**src/rtl/pidtg_pkg.sv**
```systemverilog
// ----------------------------------------------------------------------------
// pidtg_pkg
// shared types, constants and register indexes for the time-gated pid unit
// ----------------------------------------------------------------------------
package pidtg_pkg;

    localparam int DataWidth = 16;
    localparam int GainWidth = 16;
    localparam int TickWidth = 16;
    localparam int CfgIdxWidth = 3;
    localparam int AccWidth = 32;
    localparam int WideWidth = 64;
    localparam int QuotWidth = 34;

    localparam logic [CfgIdxWidth-1:0] RegGainProp = 3'd0;
    localparam logic [CfgIdxWidth-1:0] RegGainInteg = 3'd1;
    localparam logic [CfgIdxWidth-1:0] RegGainDeriv = 3'd2;
    localparam logic [CfgIdxWidth-1:0] RegSamplePeriod = 3'd3;
    localparam logic [CfgIdxWidth-1:0] RegLimitHigh = 3'd4;
    localparam logic [CfgIdxWidth-1:0] RegLimitLow = 3'd5;
    localparam logic [CfgIdxWidth-1:0] RegSetpoint = 3'd6;

    typedef enum logic [2:0] {
        OP_IDLE = 3'b001,
        OP_STEP = 3'b010,
        OP_DIV  = 3'b100
    } op_t;

    typedef struct packed {
        logic load;
        logic step;
        logic div_step;
        logic commit;
    } ctrl_cmd_t;

    typedef struct packed {
        logic gated;
        logic last_step;
    } ctrl_stat_t;

endpackage

```
**src/rtl/pidtg_datapath.sv**
```systemverilog
// ----------------------------------------------------------------------------
// pidtg_datapath
// configuration registers, state, shared multiplier and serial divider
// ----------------------------------------------------------------------------
module pidtg_datapath (
    input  logic                                  clk,
    input  logic                                  rst_n,
    input  logic                                  cfg_we,
    input  logic [pidtg_pkg::CfgIdxWidth-1:0]     cfg_index,
    input  logic [pidtg_pkg::DataWidth-1:0]       cfg_data,
    input  logic signed [pidtg_pkg::DataWidth-1:0] measurement,
    input  logic [pidtg_pkg::TickWidth-1:0]       elapsed_ticks,
    input  pidtg_pkg::ctrl_cmd_t                  cmd,
    input  logic [2:0]                            step_idx,
    output pidtg_pkg::ctrl_stat_t                 stat,
    output logic [5:0]                            div_cnt,
    output logic signed [pidtg_pkg::DataWidth-1:0] drive,
    output logic                                  updated
);

    localparam int W = pidtg_pkg::WideWidth;
    localparam int QW = pidtg_pkg::QuotWidth;

    logic signed [15:0] kp_reg, ki_reg, kd_reg, hi_reg, lo_reg, sp_reg;
    logic [15:0] per_reg;
    logic signed [31:0] integ_reg, integ_next;
    logic signed [15:0] last_meas_reg, last_drive_reg;
    logic signed [15:0] meas_reg;
    logic [15:0] el_reg;
    logic signed [16:0] err_reg;
    logic signed [W-1:0] a_reg, b_reg, sum_reg;
    logic [QW-1:0] rem_reg, quot_reg;
    logic neg_reg;
    logic [5:0] cnt_reg;
    logic signed [15:0] out_drive_reg;
    logic out_upd_reg;
    logic fin_reg;
    logic fin2_reg;

    logic signed [W-1:0] hi_q, lo_q, prod, sum_c, rnd;
    logic signed [33:0] mul_a;
    logic signed [17:0] mul_b;
    logic signed [51:0] prod_raw;
    logic signed [W-1:0] clamp_in, clamp_out;
    logic [QW:0] rem_sh;
    logic [QW-1:0] dvd_mag;

    assign hi_q = W'(hi_reg) <<< 16;
    assign lo_q = W'(lo_reg) <<< 16;

    always_comb
    begin
        priority if (clamp_in > hi_q)
            clamp_out = hi_q;
        else if (clamp_in < lo_q)
            clamp_out = lo_q;
        else
            clamp_out = clamp_in;
    end

    // operand select for the shared 34x18 multiplier
    always_comb
    begin
        unique case (step_idx)
            3'd0: begin mul_a = 34'(err_reg); mul_b = 18'(kp_reg); end
            3'd1: begin mul_a = 34'(err_reg); mul_b = 18'(ki_reg); end
            3'd2: begin mul_a = a_reg[33:0]; mul_b = 18'($signed({1'b0, el_reg})); end
            3'd3: begin
                mul_a = 34'(meas_reg) - 34'(last_meas_reg);
                mul_b = 18'(kd_reg);
            end
            default: begin mul_a = '0; mul_b = '0; end
        endcase
    end
    assign prod_raw = mul_a * mul_b;
    assign prod = W'(prod_raw);
    assign clamp_in = (step_idx == 3'd3) ? (W'(integ_reg) + (b_reg <<< 8))
                                         : sum_reg;
    assign integ_next = 32'(clamp_out);
    assign rem_sh = {rem_reg, quot_reg[QW-1]};
    assign dvd_mag = prod[W-1] ? QW'(-prod) : QW'(prod);
    assign sum_c = sum_reg;
    assign rnd = sum_c + 64'sd32768;

    always_ff @(posedge clk or negedge rst_n)
    begin
        if (!rst_n)
        begin
            kp_reg <= '0; ki_reg <= '0; kd_reg <= '0;
            per_reg <= 16'd1;
            hi_reg <= 16'sh7fff; lo_reg <= 16'sh8000; sp_reg <= '0;
            integ_reg <= '0; last_meas_reg <= '0; last_drive_reg <= '0;
            meas_reg <= '0; el_reg <= '0; err_reg <= '0;
            a_reg <= '0; b_reg <= '0; sum_reg <= '0;
            rem_reg <= '0; quot_reg <= '0; neg_reg <= 1'b0;
            out_drive_reg <= '0;
            out_upd_reg <= 1'b0; cnt_reg <= '0;
            fin_reg <= 1'b0;
        end
        else
        begin
            if (cfg_we)
            begin
                unique case (cfg_index)
                    pidtg_pkg::RegGainProp:  kp_reg <= cfg_data;
                    pidtg_pkg::RegGainInteg: ki_reg <= cfg_data;
                    pidtg_pkg::RegGainDeriv: kd_reg <= cfg_data;
                    pidtg_pkg::RegSamplePeriod:
                        per_reg <= (cfg_data == '0) ? 16'd1 : cfg_data;
                    pidtg_pkg::RegLimitHigh: hi_reg <= cfg_data;
                    pidtg_pkg::RegLimitLow:  lo_reg <= cfg_data;
                    pidtg_pkg::RegSetpoint:  sp_reg <= cfg_data;
                    default: ;
                endcase
            end
            if (cmd.load)
            begin
                meas_reg <= measurement;
                el_reg <= elapsed_ticks;
                err_reg <= 17'(sp_reg) - 17'(measurement);
                out_drive_reg <= last_drive_reg;
                out_upd_reg <= 1'b0;
            end
            if (cmd.step)
            begin
                unique case (step_idx)
                    3'd0: sum_reg <= prod <<< 8;
                    3'd1: a_reg <= prod;
                    3'd2: b_reg <= prod;
                    3'd3: begin
                        integ_reg <= integ_next;
                        sum_reg <= sum_reg + W'(integ_next);
                        neg_reg <= prod[W-1];
                        quot_reg <= dvd_mag;
                        rem_reg <= '0;
                        cnt_reg <= '0;
                    end
                    default: ;
                endcase
            end
            if (cmd.div_step)
            begin
                cnt_reg <= cnt_reg + 6'd1;
                if (rem_sh >= (QW+1)'(el_reg))
                begin
                    rem_reg <= QW'(rem_sh - (QW+1)'(el_reg));
                    quot_reg <= {quot_reg[QW-2:0], 1'b1};
                end
                else
                begin
                    rem_reg <= QW'(rem_sh);
                    quot_reg <= {quot_reg[QW-2:0], 1'b0};
                end
            end
            if (cmd.commit)
            begin
                sum_reg <= sum_reg - ((neg_reg ? -W'(quot_reg) : W'(quot_reg)) <<< 8);
            end
            // final clamp happens on the cycle after commit
            fin_reg <= cmd.commit;
            if (fin_reg)
                sum_reg <= clamp_out;
            if (stat.last_step)
            begin
                last_drive_reg <= 16'(rnd >>> 16);
                out_drive_reg <= 16'(rnd >>> 16);
                last_meas_reg <= meas_reg;
                out_upd_reg <= 1'b1;
            end
        end
    end

    always_ff @(posedge clk or negedge rst_n)
    begin
        if (!rst_n)
            fin2_reg <= 1'b0;
        else
            fin2_reg <= fin_reg;
    end

    assign stat.gated = (elapsed_ticks < per_reg);
    assign stat.last_step = fin2_reg;
    assign div_cnt = cnt_reg;
    assign drive = out_drive_reg;
    assign updated = out_upd_reg;

    a_per_nonzero: assert property (@(posedge clk) disable iff (!rst_n) per_reg != '0)
        else $error("sample period zero");
    a_integ_hi: assert property (@(posedge clk) disable iff (!rst_n)
        $past(stat.last_step) && hi_reg >= lo_reg |-> integ_reg <= (32'(hi_reg) <<< 16))
        else $error("integral above limit");
    a_fin_seq: assert property (@(posedge clk) disable iff (!rst_n)
        fin_reg |-> $past(cmd.commit))
        else $error("finish without commit");

endmodule

```
**src/rtl/pidtg_ctrl.sv**
```systemverilog
// ----------------------------------------------------------------------------
// pidtg_ctrl
// sequencer for one update: multiplies, serial divide, finish, output beat
// ----------------------------------------------------------------------------
module pidtg_ctrl (
    input  logic                  clk,
    input  logic                  rst_n,
    input  logic                  in_valid,
    output logic                  in_ready,
    output logic                  out_valid,
    input  logic                  out_ready,
    input  pidtg_pkg::ctrl_stat_t stat,
    input  logic [5:0]            div_cnt,
    output pidtg_pkg::ctrl_cmd_t  cmd,
    output logic [2:0]            step_idx
);

    pidtg_pkg::op_t state_reg, state_next;
    logic [2:0] idx_reg, idx_next;
    logic busy_reg, busy_next;
    logic ov_reg, ov_next;
    logic [1:0] tail_reg, tail_next;
    logic in_acc;

    assign in_ready = !busy_reg && (!ov_reg || out_ready);
    assign in_acc = in_valid && in_ready;
    assign out_valid = ov_reg;
    assign step_idx = idx_reg;

    always_comb
    begin
        state_next = state_reg;
        idx_next = idx_reg;
        busy_next = busy_reg;
        tail_next = tail_reg;
        ov_next = ov_reg && !out_ready;
        cmd = '0;
        unique case (state_reg)
            pidtg_pkg::OP_IDLE:
            begin
                if (tail_reg != 2'd0)
                begin
                    tail_next = tail_reg - 2'd1;
                    if (tail_reg == 2'd1)
                    begin
                        busy_next = 1'b0;
                        ov_next = 1'b1;
                    end
                end
                else if (in_acc)
                begin
                    cmd.load = 1'b1;
                    if (stat.gated)
                        ov_next = 1'b1;
                    else
                    begin
                        busy_next = 1'b1;
                        idx_next = 3'd0;
                        state_next = pidtg_pkg::OP_STEP;
                    end
                end
            end
            pidtg_pkg::OP_STEP:
            begin
                cmd.step = 1'b1;
                idx_next = idx_reg + 3'd1;
                if (idx_reg == 3'd3)
                    state_next = pidtg_pkg::OP_DIV;
            end
            pidtg_pkg::OP_DIV:
            begin
                if (div_cnt == 6'(pidtg_pkg::QuotWidth))
                begin
                    cmd.commit = 1'b1;
                    tail_next = 2'd3;
                    state_next = pidtg_pkg::OP_IDLE;
                end
                else
                    cmd.div_step = 1'b1;
            end
            default: state_next = pidtg_pkg::OP_IDLE;
        endcase
    end

    always_ff @(posedge clk or negedge rst_n)
    begin
        if (!rst_n)
        begin
            state_reg <= pidtg_pkg::OP_IDLE;
            idx_reg <= '0;
            busy_reg <= 1'b0;
            ov_reg <= 1'b0;
            tail_reg <= '0;
        end
        else
        begin
            state_reg <= state_next;
            idx_reg <= idx_next;
            busy_reg <= busy_next;
            ov_reg <= ov_next;
            tail_reg <= tail_next;
        end
    end

    a_onehot: assert property (@(posedge clk) disable iff (!rst_n) $onehot(state_reg))
        else $error("state not one-hot");
    a_busy_noready: assert property (@(posedge clk) disable iff (!rst_n)
        busy_reg |-> !in_ready)
        else $error("ready while busy");
    a_commit_tail: assert property (@(posedge clk) disable iff (!rst_n)
        cmd.commit |=> tail_reg == 2'd3)
        else $error("tail not started");

endmodule

```
**src/rtl/pid_controller_time_gated_unit.sv**
```systemverilog
// ----------------------------------------------------------------------------
// pid_controller_time_gated_unit
// time-gated pid controller with derivative on measurement
// ----------------------------------------------------------------------------
// A beat whose elapsed ticks fall below the sample period is answered with the
// previous drive in the cycle after acceptance. An update runs four passes
// through the shared multiplier, a 34-step restoring divide of the derivative
// term by the elapsed ticks, commit, clamp, rounding and raising the output.
// One beat is in work at a time, so no new beat is taken before the last one
// is through; a new beat can be taken in the cycle the result is taken.
module pid_controller_time_gated_unit (
    input  logic                                   clk,
    input  logic                                   rst_n,
    input  logic                                   cfg_we,
    input  logic [pidtg_pkg::CfgIdxWidth-1:0]      cfg_index,
    input  logic [pidtg_pkg::DataWidth-1:0]        cfg_data,
    input  logic                                   in_valid,
    output logic                                   in_ready,
    input  logic signed [pidtg_pkg::DataWidth-1:0] measurement,
    input  logic [pidtg_pkg::TickWidth-1:0]        elapsed_ticks,
    output logic                                   out_valid,
    input  logic                                   out_ready,
    output logic signed [pidtg_pkg::DataWidth-1:0] drive,
    output logic                                   updated
);

    pidtg_pkg::ctrl_cmd_t  cmd;
    pidtg_pkg::ctrl_stat_t stat;
    logic [2:0] step_idx;
    logic [5:0] div_cnt;

    pidtg_ctrl u_ctrl (
        .clk(clk), .rst_n(rst_n),
        .in_valid(in_valid), .in_ready(in_ready),
        .out_valid(out_valid), .out_ready(out_ready),
        .stat(stat), .div_cnt(div_cnt), .cmd(cmd), .step_idx(step_idx)
    );

    pidtg_datapath u_dp (
        .clk(clk), .rst_n(rst_n),
        .cfg_we(cfg_we), .cfg_index(cfg_index), .cfg_data(cfg_data),
        .measurement(measurement), .elapsed_ticks(elapsed_ticks),
        .cmd(cmd), .step_idx(step_idx), .stat(stat), .div_cnt(div_cnt),
        .drive(drive), .updated(updated)
    );

endmodule
```
**config.mk**
```make
export PLATFORM = sky130hd
export DESIGN_NAME = pid_controller_time_gated_unit
export DESIGN_NICKNAME = d
export VERILOG_FILES = /design/src/rtl/pidtg_pkg.sv /design/src/rtl/pidtg_datapath.sv /design/src/rtl/pidtg_ctrl.sv /design/src/rtl/pid_controller_time_gated_unit.sv
export SDC_FILE = /design/constraint.sdc
export NUM_CORES = 2
export LEC_CHECK = 0
export ABC_AREA = 1
export BUFFER_PORTS_ARGS = -buffer_cell sky130_fd_sc_hd__buf_2
export CORE_ASPECT_RATIO = 0.6
export CORE_MARGIN = 3
export CORE_UTILIZATION = 48
export DETAILED_ROUTE_END_ITERATION = 16
export PLACE_DENSITY = 0.63
export SLEW_MARGIN = 10
export SYNTH_ARGS = -nofsm -noshare
export SYNTH_HDL_FRONTEND = slang
export SYNTH_SLANG_ARGS = --single-unit
```
**constraint.sdc**
```tcl
create_clock -name clk -period 13.75 [get_ports clk]
set_clock_uncertainty 0.05 [all_clocks]
set_input_delay 2.75 -clock clk [delete_from_list [all_inputs] [get_ports clk]]
set_output_delay 2.75 -clock clk [all_outputs]
set_load 0.05 [all_outputs]
```
Word level (Yosys, flattened, before mapping)
Cells that the tools add are included.

Add/sub/neg operators: 12. Multiply operators: 1. Divide/modulo/power cells: 0. Magnitude comparators: 4. Equality and inequality tests: 22. Shifts and indexed selects: 0. Mux-type cells: 56. Bitwise operators: 0. Reductions and logical operators: 36.

Operator list (count): 2-to-1 mux 64 bit (6); 2-to-1 mux 34 bit (8); one-hot mux 64 bit (2 select lines) (1); one-hot mux 34 bit (3 select lines) (1); one-hot mux 18 bit (4 select lines) (1); adder 64 x 32 -> 64 bit (1); > comparator 64 x 32 -> 1 bit (1); less-than comparator 64 x 32 -> 1 bit (1); subtractor 64 bit (1); adder 32 x 60 -> 61 bit (1); 2-to-1 mux 56 bit (1); negator 34 -> 56 bit (1); multiplier 34 x 18 -> 52 bit (1); 2-to-1 mux 16 bit (3); >= comparator 35 x 16 -> 1 bit (1); negator 34 bit (1); subtractor 16 x 16 -> 17 bit (2); subtractor 34 x 16 -> 34 bit (1); adder 32 x 17 -> 32 bit, second input constant (1); 2-to-1 mux 3 bit (8); AND reduction 2 bit (12); 2-to-1 mux 1 bit (18); 2-to-1 mux 6 bit (3); logical NOT 16 bit (1); other kinds (26) (55).

Bits in registers: 479. Latch bits: 0. Bits in writable memories: 0. ROM bits: 0. Input port bits: 56. Output and inout port bits: 19. Word-level logic and storage cells: 160. Memories kept: 0.

Depth between registers and ports, before layout
Word-level depth: 10. Mapped depth: 60.

Modules after synthesis
A second synthesis with hierarchy kept.

Cells, all modules: 8072. Area, all modules: 59483.3 µm².

By module, submodules not included: pidtg_datapath (instances 1, cells an instance 7981, area an instance 58833.9 µm²); pidtg_ctrl (instances 1, cells an instance 91, area an instance 649.4 µm²).

Worst setup path before layout
No wires, ideal clock.

Path kind: register -> register. Start point: register u_dp.meas_reg[0]. End point: register u_dp.sum_reg[60], in the netlist u_dp.sum_c[60]. Setup time: 0.118 ns. Arrival: 8.600 ns. Required time: 13.582 ns. Path slack: 4.982 ns. Cell stages (with the launch flop): 50. Clock period less this slack: 8.768 ns. Cell sequence: dfrtp_1 > inv_1 > ha_1 > fa_1 > o31ai_1 > inv_1 > nor2_1 > nor2_1 > o21bai_1 > nand2_1 > nand2_1 > a21oi_1 > o21ai_1 > nand2_1 > nand3_1 > o21ai_1 > inv_2 > o21ai_0 > (+14 left out) > inv_1 > ha_1 > a21oi_1 > o21ai_0 > a21oi_1 > o21ai_0 > a21oi_1 > o31ai_1 > or2_1 > nand2_2 > inv_2 > buf_2 > nand2_2 > o21ai_1 > nand2_1 > nand3_1 > nand3_1 > nand2_1.

Word-level cells in the longest chain between the ends: 7.

Ends and longest elaborated chain: from (decl) (RTL line pidtg_datapath.sv:28) `logic signed [15:0] meas_reg;`; from (signal assigned) (RTL line pidtg_datapath.sv:118) `meas_reg <= measurement;`; subtractor 16 x 16 -> 17 bit (RTL line pidtg_datapath.sv:69) `mul_a = 34'(meas_reg) - 34'(last_meas_reg);`; one-hot mux 34 bit (3 select lines) (RTL line pidtg_datapath.sv:64) `unique case (step_idx)`; multiplier 34 x 18 -> 52 bit (RTL line pidtg_datapath.sv:75) `assign prod_raw = mul_a * mul_b;`; one-hot mux 64 bit (2 select lines) (RTL line pidtg_datapath.sv:126) `unique case (step_idx)`; 2-to-1 mux 64 bit (RTL line pidtg_datapath.sv:124) `if (cmd.step)`; 2-to-1 mux 64 bit (RTL line pidtg_datapath.sv:155) `if (cmd.commit)`; 2-to-1 mux 64 bit (RTL line pidtg_datapath.sv:161) `if (fin_reg)`; to (signal assigned) (RTL line pidtg_datapath.sv:127) `3'd0: sum_reg <= prod <<< 8;`; to (signal assigned) (RTL line pidtg_datapath.sv:157) `sum_reg <= sum_reg - ((neg_reg ? -W'(quot_reg) : W'(quot_reg)) <<< 8);`; to (signal assigned) (RTL line pidtg_datapath.sv:162) `sum_reg <= clamp_out;`; to (decl) (RTL line pidtg_datapath.sv:31) `logic signed [W-1:0] a_reg, b_reg, sum_reg;`.

Every way passes these cells. The select of a mux whose other input is x is not followed. A chain may end at the register's enable or synchronous reset.

Worst setup path in the final report
Start point: register u_dp.integ_reg[31]. End point: register u_dp.sum_reg[58], in the netlist u_dp.sum_c[58].

Word-level cells in the longest chain between the ends: 10. Elaborated cells between the ends (all ways): 11.

Ends and longest elaborated chain: from (decl) (RTL line pidtg_datapath.sv:26) `logic signed [31:0] integ_reg, integ_next;`; from (signal assigned) (RTL line pidtg_datapath.sv:131) `integ_reg <= integ_next;`; adder 32 x 60 -> 61 bit * (RTL line pidtg_datapath.sv:77) `assign clamp_in = (step_idx == 3'd3) ? (W'(integ_reg) + (b_reg <<< 8))`; 2-to-1 mux 64 bit * (RTL line pidtg_datapath.sv:77); less-than comparator 64 x 32 -> 1 bit (RTL line pidtg_datapath.sv:55) `else if (clamp_in < lo_q)`; 2-to-1 mux 64 bit (RTL line pidtg_datapath.sv:55); 2-to-1 mux 64 bit * (RTL line pidtg_datapath.sv:53) `priority if (clamp_in > hi_q)`; net u_dp.clamp_out[0] (RTL line pidtg_datapath.sv:44) `logic signed [W-1:0] clamp_in, clamp_out;`; adder 64 x 32 -> 64 bit * (RTL line pidtg_datapath.sv:132) `sum_reg <= sum_reg + W'(integ_next);`; one-hot mux 64 bit (2 select lines) * (RTL line pidtg_datapath.sv:126); 2-to-1 mux 64 bit * (RTL line pidtg_datapath.sv:124); 2-to-1 mux 64 bit * (RTL line pidtg_datapath.sv:155); 2-to-1 mux 64 bit * (RTL line pidtg_datapath.sv:161).

Mark *: on every way through the listed nets, which the timed path passes. The rest lies on a longest branch. The select of a mux whose other input is x is not followed.

==> summary.md <==
| Metric | Value |
|---|---|
| R2R cell count | `just under 50` |
| Number of setup violations in the final report | `0` |
| Yosys Warn Count | `0` |
| Fmax | `87.5 MHz` |
| Post-CTS Resized | `0` |
| Mean post-synth cell area | `around 7.4 µm²` |
| Post-CTS Setup Repair Bufs | `0` |
| Synth Cell Area | `roughly 59000 µm²` |
| Worst hold path class | `register to register` |
| Finished Layout Cells | `9542` |
| Synth top area cells | `fa_1 (20%), dfrtp_1 (20%), nand2_1 (11%), ha_1 (9.9%), inv_1 (8.8%)` |
| Placement Setup Slack | `around 2.8 ns` |
| Cts bufs inserted | `52` |
| Full die area | `approximately 130000 µm²` |
| Synth cell count leaders | `nand2_1 (1677), inv_1 (1384), nor2_1 (737)` |
| Final min period | `11.43 ns` |
| Number of flops mapped to enable cells by yosys | `0` |
| Post-route cell area | `between 60000 and 70000 µm²` |
| Sequential share of the synthesized area | `20.4%` |
| Vias in the first global route | `52300` |
| Kind of critical path | `register to register` |
| Largest net degree at the start of global routing | `147` |
| Number of H-tree levels | `2` |
| IO Count | `between 70 and 80` |
| Worst Hold Depth | `2` |
| Worst setup path startpoint | `u_dp.integ_reg[31]$_DFFE_PN0P_` |
| DRT Wirelength | `around 210000 µm` |
| Row cnt | `98` |
| Reg2reg setup slack | `approximately 2.3 ns` |
| Share of layout cells above drive strength 1 | `5.10%` |
| Post-Syn Nets | `9054` |
| #FFs+latches synth | `479` |
| # fillers | `~12000` |
| Placer Congestion | `1.03` |
| Root Driver | `clkbuf_16` |
| Die Span Y | `between 200 and 300 µm` |
| Outcome | `finished, final reports clean` |
| Kind of start point of the critical path | `register` |
| Port Buf Inserts | `74` |
| Dominant synthesized flop cell | `dfrtp_1` |
| RSZ-0062 raised after global routing | `no` |
| Die W | `between 400 and 500 µm` |
| Final period util | `~83%` |
| Worst r2r src | `u_dp.integ_reg[31]$_DFFE_PN0P_` |
| CP max FO | `33` |
| Avg WL per Cell | `approximately 22 µm` |
| Iteration-0 DRC Markers | `~6000` |
| Clock Sinks | `479` |
| Clock latency on the worst-skew pair | `0.67 ns` |
| Drt drc | `0` |
| CP endpoint | `u_dp.sum_c[58]$_DFFE_PN0P_` |
| Vias/cell | `about 5.7` |
| Initial antenna violation count | `1` |
| Hold Buf Count CTS | `0` |
| Max Slew Vio Count | `0` |
| CP arrival | `roughly 12 ns` |
| Area share of the largest cell type after synthesis | `20.1%` |
| Max cap viols | `0` |
| CP max stage delay | `about 0.83 ns` |
| Synth cell types | `78` |
| Gr usage total | `between 30% and 40%` |
| Final setup TNS | `0 ns` |
| Post-placement cell area | `roughly 60000 µm²` |
| Max clock buf depth | `3` |
| Total Nets Final | `9010` |
| Synthesis-to-layout area growth | `6.79%` |
| Drt first pass iters | `6` |
| Synth area leader | `fa_1` |
| Most used cell, CP | `nand3_1` |
| GRT overflow | `0` |
| Post-synthesis async set-or-reset flop share | `100%` |
| Largest register FFs | `64` |
| Clk slew on worst S/H paths | `0.07 ns` |
| Rel. slew slack | `roughly 16%` |
| Worst-Margin Slew | `~1.2 ns` |
| Detailed Place HPWL | `about 170000 µm` |
| Post-route setup slack | `2.32 ns` |
| Post-route ant nets | `0` |
| Worst endpoint required time | `~14 ns` |
| CP Capture Type | `register` |
| DP Cell Count | `around 9400` |
| Initial Util | `around half` |
| First-pass GRT wire length | `roughly 330000 µm` |
| Slowest stage cell, crit path | `dfrtp_1` |
| CTS tree | `yes` |
| Crit Reg-Reg Endpoint | `u_dp.sum_c[58]$_DFFE_PN0P_` |
| Most used standard cell by instance count after synthesis | `nand2_1` |
| Final Hold Viols | `0` |
| Syn Inst Count | `7942` |
| Vias | `between 50000 and 60000` |
| Core Box Area | `about 120000 µm²` |
## worst min-delay path by stage
stage                                       start                            endpoint  slack (ns)
6_report       u_dp.last_drive_reg[0]$_DFFE_PN0P_  u_dp.last_drive_reg[0]$_DFFE_PN0P_        0.43
5_1_grt              u_dp.per_reg[10]$_DFFE_PN0P_        u_dp.per_reg[10]$_DFFE_PN0P_        0.46
4_1_cts        u_dp.last_drive_reg[0]$_DFFE_PN0P_  u_dp.last_drive_reg[0]$_DFFE_PN0P_        0.43
3_5_place_dp   u_dp.last_drive_reg[0]$_DFFE_PN0P_  u_dp.last_drive_reg[0]$_DFFE_PN0P_        0.42
3_3_place_gp             u_dp.updated$_DFFE_PN0P_            u_dp.updated$_DFFE_PN0P_        0.40
2_1_floorplan              u_dp.fin_reg$_DFF_PN0_             u_dp.fin2_reg$_DFF_PN0_        0.30
## critical path, delay by kind of cell (launching register included)
family,cells,cell delay [ns]
adders and majority gates,4,1.48
and+or+nand+nor,27,4.66
DFF,1,0.83
AOI/OAI and AO/OA,11,2.81
buffers and inverters,7,1.38
## layout by cell type, fill, tap and decap left out, types with 138 or more instances in the layout
cell     synthesis  routed
fa_1           591     591
nor2_1         737     726
ha_1           465     464
xor2_1         138     138
inv_1         1384    1382
nand2_1       1677    1677
a21oi_1        523     522
o21ai_0        638     637
dfrtp_1        461     461
nand3_1        200     200
## per-stage QoR
| step | hold WS, ns | utilization (%) |
|---|---|---|
| floorplan | 0.302 | - |
| global route | 0.457 | 52.3 |
| finish | 0.434 | 52.3 |
| CTS | 0.431 | 52.3 |
| detailed placement | 0.415 | 50.7 |
| global placement | 0.401 | 50.7 |
## per-layer routing
layer  vias up  track usage [%]  share of wire [%]
met5         -            0.375              0.032
met4         2             6.64                2.2
met3       225             11.9                 13
met2      2605             43.8                 38
met1     26200             51.9                 47
li1      25300                -                  -
## logic make-up (layout without fill, tap and decap cells)
logic type	Yosys count	after routing	synth area share, %
buffers and inverters	1686	1685	10.8
AO/OA/AOI/OAI	1658	1658	15.9
flip-flops	479	479	20.4
AND/OR/NAND/NOR	2818	2818	19.2
other	0	1	0
XOR/XNOR	230	230	3.47
multiplexers	15	15	0.284
adder cells (fa/ha/maj)	1056	1056	29.9
## cell type report
type / instances / area [µm²] / area share (%)
clock inverter: 28 / 428 / 0.679
antenna: 1 / 2.50 / 0.00397
inverter: 1424 / 5350 / 8.49
timing repair buffer: 164 / 1070 / 1.70
multi-input combinational: 5777 / 40700 / 64.6
sequential: 479 / 12000 / 19.1
clock buffer: 69 / 1460 / 2.31
tap: 1600 / 2000 / 3.18
Power is left out: the tool's default activity adds up to more than one toggle a clock period on the data nets, which glitch-free logic cannot reach.
